## config.mk

```make
export PLATFORM = sky130hd
export DESIGN_NAME = power_meter_sample_scaler_flat
export DESIGN_NICKNAME = d
export VERILOG_FILES = /design/src/hdl/pms_pkg.sv /design/src/hdl/pms_if.sv /design/src/hdl/power_meter_sample_scaler.sv /design/src/flat_wrapper.sv
export SDC_FILE = /design/constraint.sdc
export NUM_CORES = 1
export LEC_CHECK = 0
export ABC_AREA = 1
export BUFFER_PORTS_ARGS = -buffer_cell sky130_fd_sc_hd__buf_4
export CAP_MARGIN = 15
export CORE_MARGIN = 2
export CORE_UTILIZATION = 35
export CTS_CLUSTER_DIAMETER = 100
export DETAILED_ROUTE_END_ITERATION = 6
export SKIP_LAST_GASP = 1
export SLEW_MARGIN = 15
export SYNTH_ARGS = -nofsm -noshare
export SYNTH_HDL_FRONTEND = slang
export SYNTH_SLANG_ARGS = --single-unit
```

## constraint.sdc

```tcl
create_clock -name clk -period 8.99 [get_ports clk]
set_input_delay 2.697 -clock clk [delete_from_list [all_inputs] [get_ports clk]]
set_output_delay 2.697 -clock clk [all_outputs]
set_load 0.1 [all_outputs]
```

## src/hdl/pms_pkg.sv

```systemverilog
// ----------------------------------------------------------------------------
// pms_pkg: shared types and constants for the power meter sample scaler
// Field widths, register indexes and the thresholds used by the scaling path.
// ----------------------------------------------------------------------------
`default_nettype none

package pms_pkg;

	// input field widths
	localparam int unsigned CurW  = 24;
	localparam int unsigned VoltW = 24;
	localparam int unsigned FreqW = 16;
	localparam int unsigned PwrW  = 32;

	// output field widths
	localparam int unsigned ScaledW = 27;
	localparam int unsigned FreqOutW = 15;
	localparam int unsigned TotalW = 32;

	// configuration port
	localparam int unsigned CfgDataW = 24;
	typedef logic [1:0] cfg_idx_t;
	typedef logic [CfgDataW-1:0] cfg_data_t;

	localparam cfg_idx_t CfgCurrentDivisor = 2'd0;
	localparam cfg_idx_t CfgVoltageDivisor = 2'd1;
	localparam cfg_idx_t CfgPowerDivisor   = 2'd2;
	localparam cfg_idx_t CfgDropSmallPower = 2'd3;

	// shared divider: 35-bit dividend (ten times a 31-bit power), 24-bit divisor
	localparam int unsigned DivW   = 35;
	localparam int unsigned DvsrW  = 24;
	localparam int unsigned CntW   = 6;
	// bits of quotient produced per division kind
	localparam logic [CntW-1:0] NarrowSteps = 6'd27;
	localparam logic [CntW-1:0] WideSteps   = 6'd35;
	localparam logic [CntW-1:0] EnergySteps = 6'd22;

	localparam logic [DvsrW-1:0] ScaleDivisor = 24'd10;
	localparam logic [PwrW-1:0]  SmallPower   = 32'd500;
	localparam logic [PwrW-1:0]  PowerLimit   = 32'd4000000;

endpackage

`default_nettype wire

```

## src/hdl/pms_if.sv

```systemverilog
// ----------------------------------------------------------------------------
// pms_if: sample and result channels of the power meter sample scaler
// Valid/ready channels; an item moves on a clock edge with valid and ready high.
// ----------------------------------------------------------------------------
`default_nettype none

interface pms_sample_if;
	import pms_pkg::*;

	logic                valid;
	logic                ready;
	logic [CurW-1:0]     raw_current;
	logic [VoltW-1:0]    raw_voltage;
	logic [FreqW-1:0]    raw_frequency;
	logic [PwrW-1:0]     raw_power;
	logic                outlet_on;

	modport source (
		output valid, raw_current, raw_voltage, raw_frequency, raw_power, outlet_on,
		input  ready
	);
	modport sink (
		input  valid, raw_current, raw_voltage, raw_frequency, raw_power, outlet_on,
		output ready
	);
endinterface

interface pms_result_if;
	import pms_pkg::*;

	logic                 valid;
	logic                 ready;
	logic [ScaledW-1:0]   scaled_current;
	logic [ScaledW-1:0]   scaled_voltage;
	logic [PwrW-1:0]      scaled_power;
	logic [FreqOutW-1:0]  frequency_out;
	logic [TotalW-1:0]    energy_total;
	logic [TotalW-1:0]    sample_total;

	modport source (
		output valid, scaled_current, scaled_voltage, scaled_power, frequency_out,
			energy_total, sample_total,
		input  ready
	);
	modport sink (
		input  valid, scaled_current, scaled_voltage, scaled_power, frequency_out,
			energy_total, sample_total,
		output ready
	);
endinterface

`default_nettype wire

```

## src/hdl/power_meter_sample_scaler.sv

```systemverilog
// ----------------------------------------------------------------------------
// power_meter_sample_scaler: calibrates one metering sample set
// Scales current, voltage and power by ten over their divisors with one
// bit-serial restoring divider, and keeps a wrapping energy total.
// ----------------------------------------------------------------------------
//
//  channel  | dir | handshake      | payload
//  ---------+-----+----------------+-----------------------------------------
//  sample   | in  | valid / ready  | raw current, voltage, frequency, power, on
//  result   | out | valid / ready  | scaled values, frequency, energy, count
//  wr_*     | in  | wr_en only     | register index, 24-bit data
//
//  One divider, one quotient bit per cycle, produces 27 + 27 + 35 quotient bits
//  (+ 22 for power/10, only when scaled power is below 4000000), with a dispatch
//  step between divisions, plus accept and hand-off steps.
//  Reset clears divisors to 1, small-power drop off, energy and count to 0.
//  A done item enters the output register once free; a stalled result only holds
//  up the hand-off, the next sample is taken once the current one is handed off.
//
`default_nettype none

module power_meter_sample_scaler (
	input  wire                  clk,
	input  wire                  arst_n,
	pms_sample_if.sink           sample,
	pms_result_if.source         result,
	input  wire                  wr_en,
	input  pms_pkg::cfg_idx_t    wr_index,
	input  pms_pkg::cfg_data_t   wr_data
);
	import pms_pkg::*;

	localparam logic [1:0] StIdle = 2'd0;
	localparam logic [1:0] StRun  = 2'd1;
	localparam logic [1:0] StDone = 2'd2;

	localparam logic [2:0] PhLoad   = 3'd0;
	localparam logic [2:0] PhCur    = 3'd1;
	localparam logic [2:0] PhVolt   = 3'd2;
	localparam logic [2:0] PhPwr    = 3'd3;
	localparam logic [2:0] PhEnergy = 3'd4;

	// configuration
	logic [DvsrW-1:0] cur_div_q, volt_div_q, pwr_div_q;
	logic             drop_q;

	// control
	logic [1:0]       state_q;
	logic [2:0]       phase_q;
	logic [CntW-1:0]  cnt_q;

	// captured sample
	logic [CurW-2:0]     cur_q;
	logic [VoltW-2:0]    volt_q;
	logic [PwrW-2:0]     pwr_q;
	logic [FreqOutW-1:0] freq_q;
	logic                on_q;

	// divider
	logic [DivW-1:0]  dvd_q;
	logic [DvsrW-1:0] rem_q;
	logic [DvsrW-1:0] dvsr_sel, dvsr;
	logic [DvsrW+1:0] diff;
	logic             ge;

	// partial results and state
	logic [ScaledW-1:0] sc_q, sv_q;
	logic [PwrW-1:0]    sp_q;
	logic [TotalW-1:0]  energy_q, samples_q;

	// output register
	logic                out_valid_q;
	logic [ScaledW-1:0]  out_sc_q, out_sv_q;
	logic [PwrW-1:0]     out_sp_q;
	logic [FreqOutW-1:0] out_freq_q;
	logic [TotalW-1:0]   out_energy_q, out_samples_q;

	logic [ScaledW-1:0] volt10;
	logic [ScaledW-1:0] cur10;
	logic [DivW-1:0]    pwr10;
	logic [PwrW-1:0]    sp_sat, sp_final;

	assign sample.ready = (state_q == StIdle);

	always_comb begin
		unique case (phase_q)
			PhCur:    dvsr_sel = cur_div_q;
			PhVolt:   dvsr_sel = volt_div_q;
			PhPwr:    dvsr_sel = pwr_div_q;
			PhEnergy: dvsr_sel = ScaleDivisor;
			default:  dvsr_sel = ScaleDivisor;
		endcase
		// a divisor written as zero acts as one
		dvsr = (dvsr_sel == '0) ? DvsrW'(1) : dvsr_sel;
	end

	// one restoring step: shift the next dividend bit into the remainder
	assign diff = {1'b0, rem_q, dvd_q[DivW-1]} - {2'b00, dvsr};
	assign ge   = ~diff[DvsrW+1];

	// ten times = eight times plus two times
	assign cur10  = {cur_q, 4'b0000} - {1'b0, cur_q, 3'b000} + {3'b000, cur_q, 1'b0};
	assign volt10 = {volt_q, 4'b0000} - {1'b0, volt_q, 3'b000} + {3'b000, volt_q, 1'b0};
	assign pwr10  = {1'b0, pwr_q, 3'b000} + {3'b000, pwr_q, 1'b0};

	always_comb begin
		sp_sat = (dvd_q[DivW-1:PwrW] != '0) ? '1 : dvd_q[PwrW-1:0];
		sp_final = sp_sat;
		if (drop_q && (sp_sat < SmallPower)) begin
			sp_final = '0;
		end
		if (!on_q) begin
			sp_final = '0;
		end
	end

	always_ff @(posedge clk or negedge arst_n) begin
		if (!arst_n) begin
			cur_div_q  <= DvsrW'(1);
			volt_div_q <= DvsrW'(1);
			pwr_div_q  <= DvsrW'(1);
			drop_q     <= 1'b0;
		end else if (wr_en) begin
			unique case (wr_index)
				CfgCurrentDivisor: cur_div_q  <= wr_data;
				CfgVoltageDivisor: volt_div_q <= wr_data;
				CfgPowerDivisor:   pwr_div_q  <= wr_data;
				CfgDropSmallPower: drop_q     <= wr_data[0];
				default: ;
			endcase
		end
	end

	always_ff @(posedge clk or negedge arst_n) begin
		if (!arst_n) begin
			state_q   <= StIdle;
			phase_q   <= PhLoad;
			cnt_q     <= '0;
			energy_q  <= '0;
			samples_q <= '0;
		end else begin
			unique case (state_q)
				StIdle: begin
					if (sample.valid) begin
						state_q <= StRun;
						phase_q <= PhLoad;
						cnt_q   <= '0;
					end
				end
				StRun: begin
					if (cnt_q != '0) begin
						cnt_q <= cnt_q - CntW'(1);
					end else begin
						unique case (phase_q)
							PhLoad: begin
								cnt_q   <= NarrowSteps;
								phase_q <= PhCur;
							end
							PhCur: begin
								cnt_q   <= NarrowSteps;
								phase_q <= PhVolt;
							end
							PhVolt: begin
								cnt_q   <= WideSteps;
								phase_q <= PhPwr;
							end
							PhPwr: begin
								if (sp_final < PowerLimit) begin
									cnt_q   <= EnergySteps;
									phase_q <= PhEnergy;
								end else begin
									state_q <= StDone;
								end
							end
							PhEnergy: begin
								energy_q  <= energy_q + {10'd0, dvd_q[21:0]};
								samples_q <= samples_q + TotalW'(1);
								state_q   <= StDone;
							end
							default: state_q <= StIdle;
						endcase
					end
				end
				StDone: begin
					if (!out_valid_q || result.ready) begin
						state_q <= StIdle;
					end
				end
				default: state_q <= StIdle;
			endcase
		end
	end

	// sample capture, divider datapath and partial results
	always_ff @(posedge clk) begin
		if (sample.valid && sample.ready) begin
			cur_q  <= sample.raw_current[CurW-1] ? '0 : sample.raw_current[CurW-2:0];
			volt_q <= sample.raw_voltage[VoltW-1] ? '0 : sample.raw_voltage[VoltW-2:0];
			pwr_q  <= sample.raw_power[PwrW-1] ? '0 : sample.raw_power[PwrW-2:0];
			freq_q <= sample.raw_frequency[FreqW-1] ? '0 : sample.raw_frequency[FreqW-2:0];
			on_q   <= sample.outlet_on;
		end
		if (state_q == StRun) begin
			if (cnt_q != '0) begin
				rem_q <= ge ? diff[DvsrW-1:0] : {rem_q[DvsrW-2:0], dvd_q[DivW-1]};
				dvd_q <= {dvd_q[DivW-2:0], ge};
			end else begin
				rem_q <= '0;
				// dividends are left-aligned so the quotient ends in the low bits
				unique case (phase_q)
					PhLoad: dvd_q <= {cur10, 8'd0};
					PhCur: begin
						sc_q  <= on_q ? dvd_q[ScaledW-1:0] : '0;
						dvd_q <= {volt10, 8'd0};
					end
					PhVolt: begin
						sv_q  <= on_q ? dvd_q[ScaledW-1:0] : '0;
						dvd_q <= pwr10;
					end
					PhPwr: begin
						sp_q  <= sp_final;
						dvd_q <= {sp_final[21:0], 13'd0};
					end
					default: dvd_q <= dvd_q;
				endcase
			end
		end
	end

	always_ff @(posedge clk or negedge arst_n) begin
		if (!arst_n) begin
			out_valid_q <= 1'b0;
		end else if ((state_q == StDone) && (!out_valid_q || result.ready)) begin
			out_valid_q <= 1'b1;
		end else if (result.ready) begin
			out_valid_q <= 1'b0;
		end
	end

	always_ff @(posedge clk) begin
		if ((state_q == StDone) && (!out_valid_q || result.ready)) begin
			out_sc_q      <= sc_q;
			out_sv_q      <= sv_q;
			out_sp_q      <= sp_q;
			out_freq_q    <= freq_q;
			out_energy_q  <= energy_q;
			out_samples_q <= samples_q;
		end
	end

	assign result.valid          = out_valid_q;
	assign result.scaled_current = out_sc_q;
	assign result.scaled_voltage = out_sv_q;
	assign result.scaled_power   = out_sp_q;
	assign result.frequency_out  = out_freq_q;
	assign result.energy_total   = out_energy_q;
	assign result.sample_total   = out_samples_q;

	// no sample taken while a division is still stepping
	a_idle_no_steps: assert property (@(posedge clk) disable iff (!arst_n)
		(state_q == StIdle) |-> (cnt_q == '0))
		else $error("sample accepted with divider busy");

	// partial remainder always below the active divisor
	a_rem_below_div: assert property (@(posedge clk) disable iff (!arst_n)
		((state_q == StRun) && (cnt_q != '0)) |-> (rem_q < dvsr))
		else $error("divider remainder out of range");

	// the sample count only ever steps by one
	a_count_step: assert property (@(posedge clk) disable iff (!arst_n)
		1'b1 |=> ((samples_q == $past(samples_q))
			|| (samples_q == $past(samples_q) + TotalW'(1))))
		else $error("sample count jumped");

	// energy total stays put outside the run; it moves only in the energy phase
	a_energy_phase: assert property (@(posedge clk) disable iff (!arst_n)
		(state_q != StRun) |=> $stable(energy_q))
		else $error("energy changed outside the run");

endmodule

`default_nettype wire

```

## src/flat_wrapper.sv

```systemverilog
// flat-port wrapper written by rule: the top's interface ports become plain ports
module power_meter_sample_scaler_flat import pms_pkg::*;
  (clk, arst_n, wr_en, wr_index, wr_data, sample_valid, sample_raw_current, sample_raw_voltage, sample_raw_frequency, sample_raw_power, sample_outlet_on, sample_ready, result_valid, result_scaled_current, result_scaled_voltage, result_scaled_power, result_frequency_out, result_energy_total, result_sample_total, result_ready);
  pms_sample_if sample_i ();
  pms_result_if result_i ();
  input  wire clk;
  input  wire arst_n;
  input  wire wr_en;
  input  pms_pkg::cfg_idx_t wr_index;
  input  pms_pkg::cfg_data_t wr_data;
  input wire logic [$bits(sample_i.valid)-1:0] sample_valid;
  input wire logic [$bits(sample_i.raw_current)-1:0] sample_raw_current;
  input wire logic [$bits(sample_i.raw_voltage)-1:0] sample_raw_voltage;
  input wire logic [$bits(sample_i.raw_frequency)-1:0] sample_raw_frequency;
  input wire logic [$bits(sample_i.raw_power)-1:0] sample_raw_power;
  input wire logic [$bits(sample_i.outlet_on)-1:0] sample_outlet_on;
  output wire logic [$bits(sample_i.ready)-1:0] sample_ready;
  output wire logic [$bits(result_i.valid)-1:0] result_valid;
  output wire logic [$bits(result_i.scaled_current)-1:0] result_scaled_current;
  output wire logic [$bits(result_i.scaled_voltage)-1:0] result_scaled_voltage;
  output wire logic [$bits(result_i.scaled_power)-1:0] result_scaled_power;
  output wire logic [$bits(result_i.frequency_out)-1:0] result_frequency_out;
  output wire logic [$bits(result_i.energy_total)-1:0] result_energy_total;
  output wire logic [$bits(result_i.sample_total)-1:0] result_sample_total;
  input wire logic [$bits(result_i.ready)-1:0] result_ready;
  assign sample_i.valid = sample_valid;
  assign sample_i.raw_current = sample_raw_current;
  assign sample_i.raw_voltage = sample_raw_voltage;
  assign sample_i.raw_frequency = sample_raw_frequency;
  assign sample_i.raw_power = sample_raw_power;
  assign sample_i.outlet_on = sample_outlet_on;
  assign sample_ready = sample_i.ready;
  assign result_valid = result_i.valid;
  assign result_scaled_current = result_i.scaled_current;
  assign result_scaled_voltage = result_i.scaled_voltage;
  assign result_scaled_power = result_i.scaled_power;
  assign result_frequency_out = result_i.frequency_out;
  assign result_energy_total = result_i.energy_total;
  assign result_sample_total = result_i.sample_total;
  assign result_i.ready = result_ready;
  power_meter_sample_scaler u_core (.clk(clk), .arst_n(arst_n), .sample(sample_i), .result(result_i), .wr_en(wr_en), .wr_index(wr_index), .wr_data(wr_data));
endmodule
```

==> impl_metrics.json <==
{
  "drv_cap": 0,
  "cp.depth": 20,
  "gr-usage-met3_pct": 2.59,
  "met1_usage_pct": 26.4,
  "synthAdderAreaFrac_pct": 7.90,
  "drive_gt1_share_pct": 11.2,
  "nets": 4425,
  "cts_tree": "yes",
  "ctsResizeCount": 0,
  "path_cells": "nand2_1, nor2_4, a22oi_1, nand2_1, inv_1, nand4_1, nor2_1, nand3_1, nand2_1, ha_1, o21ai_2, nand2_1, nand2_2, nand2_1, nand2_1, nand4_1, nand2_1, buf_4, o21ai_0, a21oi_1",
  "finalCritPeriodShare_pct": 50.9,
  "fin_util_pct": 41.6,
  "vdd_drop_max_mv": 0.176,
  "worst_path_max_delay_cell": "nor2_4",
  "grt_pass1_vias": 24487,
  "cts_setup_buffers": 0,
  "status": "finished, final reports clean",
  "dp_hpwl_mm": 69.5,
  "h-tree-depth": 2,
  "rr_worst_depth": 20,
  "required_ps": 9480,
  "place_area_mm2": 0.0355,
  "min_period_ps": 4580,
  "synthFlopType": "edfxtp_1",
  "skew_ps": 28.3,
  "grt_max_degree": 158,
  "yosysSeqAreaShare_pct": 49.5,
  "fin_area_mm2": 0.0376,
  "dpl_worst_slack_ps": 4470,
  "die_h_um": 306,
  "met2_usage_pct": 31.6,
  "clock.fmax_ghz": 0.219,
  "r2r-start": "u_core.phase_q[0]",
  "multiInputGateArea_mm2": 0.0131,
  "row_count": 110,
  "synth_top_area_share_pct": 37.9,
  "holdCritPathClass": "reg2reg",
  "io_buffers": 294,
  "report.final.slew_viol_count": 0,
  "cts_hold_buf": 0,
  "power.leakage_nw": 18.1,
  "fillers": 9079,
  "yosys.cell_count.top_type": "nand2_1",
  "crit_type": "reg2reg",
  "synth_top_family_by_area": "simple AND/OR/NAND/NOR gates",
  "startpoint": "u_core.phase_q[0]",
  "register_area_mm2": 0.0158,
  "end_kind": "register",
  "synthTopCellsByCount": "1074 x nand2_1, 733 x inv_1, 403 x edfxtp_1",
  "drc_errors": 0,
  "rsz0062_at_grt": "no",
  "critPathLaunchType": "register",
  "fin_cells": 5348,
  "synth_area_leader_cell": "edfxtp_1",
  "synth_fp_nets": 4124,
  "synth_cell_type_count": 62,
  "holdPathStages": 0,
  "synth_area_per_cell_um2": 8.37,
  "synth-compound-area-share_pct": 6.85,
  "max_slew_margin_pct": 22.0,
  "worst_pin_slew_ps": 1170,
  "layout_setup_ws_ps": 4410,
  "syn2layout_area_growth_pct": 17.6,
  "p_per_area_mw_per_mm2": 279,
  "holdCritStartpoint": "u_core.sp_q[5]",
  "gp_congestion": 0.944,
  "path_delay_family": "simple AND/OR/NAND/NOR gates",
  "via_per_inst": 4.77,
  "clock_sinks": 552,
  "cts.path.max_buffers": 3,
  "hold_viol": 0,
  "fp.dieW_um": 306,
  "antenna_found_initial": 1,
  "core_region_area_mm2": 0.0903,
  "critPathBufInv": 2,
  "wl_per_cell_um": 16.8,
  "clk_latency_ps": 650,
  "io_pins": 295,
  "synth_cells": 3820,
  "finalWirelength_mm": 89.9,
  "vias": 25516,
  "synthXorXnorAreaFrac_pct": 2.19,
  "clk_pin_slew_ps": 60,
  "grt_overflow": 0,
  "numPlacedInstances": 5234,
  "path_max_fanout": 46,
  "setup_viol": 0,
  "drtPass1Iterations": 6,
  "track_usage_pct": 19.1,
  "cts_buffers": 61,
  "drtIter0Drc": 1879,
  "synth_area_leaders": "edfxtp_1 38%, nand2_1 13%, dfrtp_1 11%",
  "ys_seq_elements": 552,
  "gr-max-usage-layer": "met2",
  "synth-edff-count": 403,
  "ant_nets": 0,
  "async_flop_share_pct": 27.0,
  "antenna_cells": 0,
  "syn_area_mm2": 0.0320,
  "yosys.area_share.simple_pct": 23.8,
  "grt_pass1_wl_mm": 140,
  "fin_setup_tns_ps": 0,
  "muxShareOfSynthArea_pct": 0,
  "die_area_mm2": 0.0937,
  "cpMostUsedCell": "nand2_1",
  "synth_warnings": 0,
  "initial_utilization_pct": 35.4,
  "max_stage_delay_ps": 890,
  "crit_arrival_ps": 5060,
  "cts_root_buf": "clkbuf_16"
}
[logic make-up (layout without fill, tap and decap cells)]
family | count (synthesis) | count (layout)
and+or+nand+nor | 1791 | 1791
buffers and inverters | 813 | 1165
DFF | 552 | 552
AOI/OAI and AO/OA | 408 | 408
adders and majority gates | 176 | 176
xor gates and xnor gates | 80 | 80
[report_power, final]
group	leakage [nW]	switching (mW)	total [mW]	internal (mW)
logic	11.4	2.86	4.26	1.39
registers	5.70	0.342	3.61	3.27
clock network	1.00	1.06	2.61	1.55
[routing by layer]
metal  vias up  part of all wire, %  wire length (µm)
met5         -                    0                 0
met4         0                  2.4              2160
met3       111                  5.4              4890
met2       665                   46             41500
met1     11881                   46             41300
li1      12859                    -                 -
[state kept, by name, indices dropped and copies added (netlist names), 27 cells and up]
register / count
u_core.energy_q: 32
u_core.dvd_q: 35
u_core.sv_q: 27
u_core.samples_q: 32
u_core.sp_q: 32
u_core.result.scaled_voltage: 27
u_core.result.scaled_current: 27
u_core.result.sample_total: 32
u_core.pwr_q: 31
u_core.sc_q: 27
u_core.result.scaled_power: 32
u_core.result.energy_total: 32
[final timing paths]
kind,to,slack [ps]
worst max-delay path,u_core.rem_q[12],4410
worst min-delay path,u_core.result.scaled_power[5],410
worst max register to register,u_core.rem_q[12],4410
worst min register to register,u_core.result.scaled_power[5],410
max in group asynchronous,u_core.cur_div_q[20],6010
min in group asynchronous,u_core.samples_q[9],1890
[cells in the final DEF, fill, tap and decap left out, types with 10 or more instances in the layout]
master     instances
ha_1             133
inv_1            732
or2_2             14
clkbuf_16         63
o21ai_1           27
clkbuf_1          17
inv_2             10
fa_1              43
nand4_1           78
nand3_1          197
xor2_1            41
nand3b_1          11
nor2_1           314
buf_4            304
xnor2_1           39
a22o_1            13
o21ai_0          167
dfrtp_1          146
nor3_1            41
nand2_1         1074
a21oi_1          163
edfxtp_1         403
[final cells by class]
type / instances / share of cell area, %
inverter: 744 / 7.44
clock inverter: 30 / 1.08
clock buffer: 84 / 4.51
timing repair buffer: 307 / 6.21
sequential: 552 / 42.1
tap: 1176 / 3.91
multi-input combinational: 2455 / 34.7
[per-stage QoR]
step / hold slack, ps / power (mW)
floorplan: 400 / 6.62
global placement: 400 / 7.83
detailed placement: 405 / 7.87
CTS: 396 / 10.5
global route: 410 / 11.2
finish: 408 / 10.5
Power figures use the tool's default switching activity.
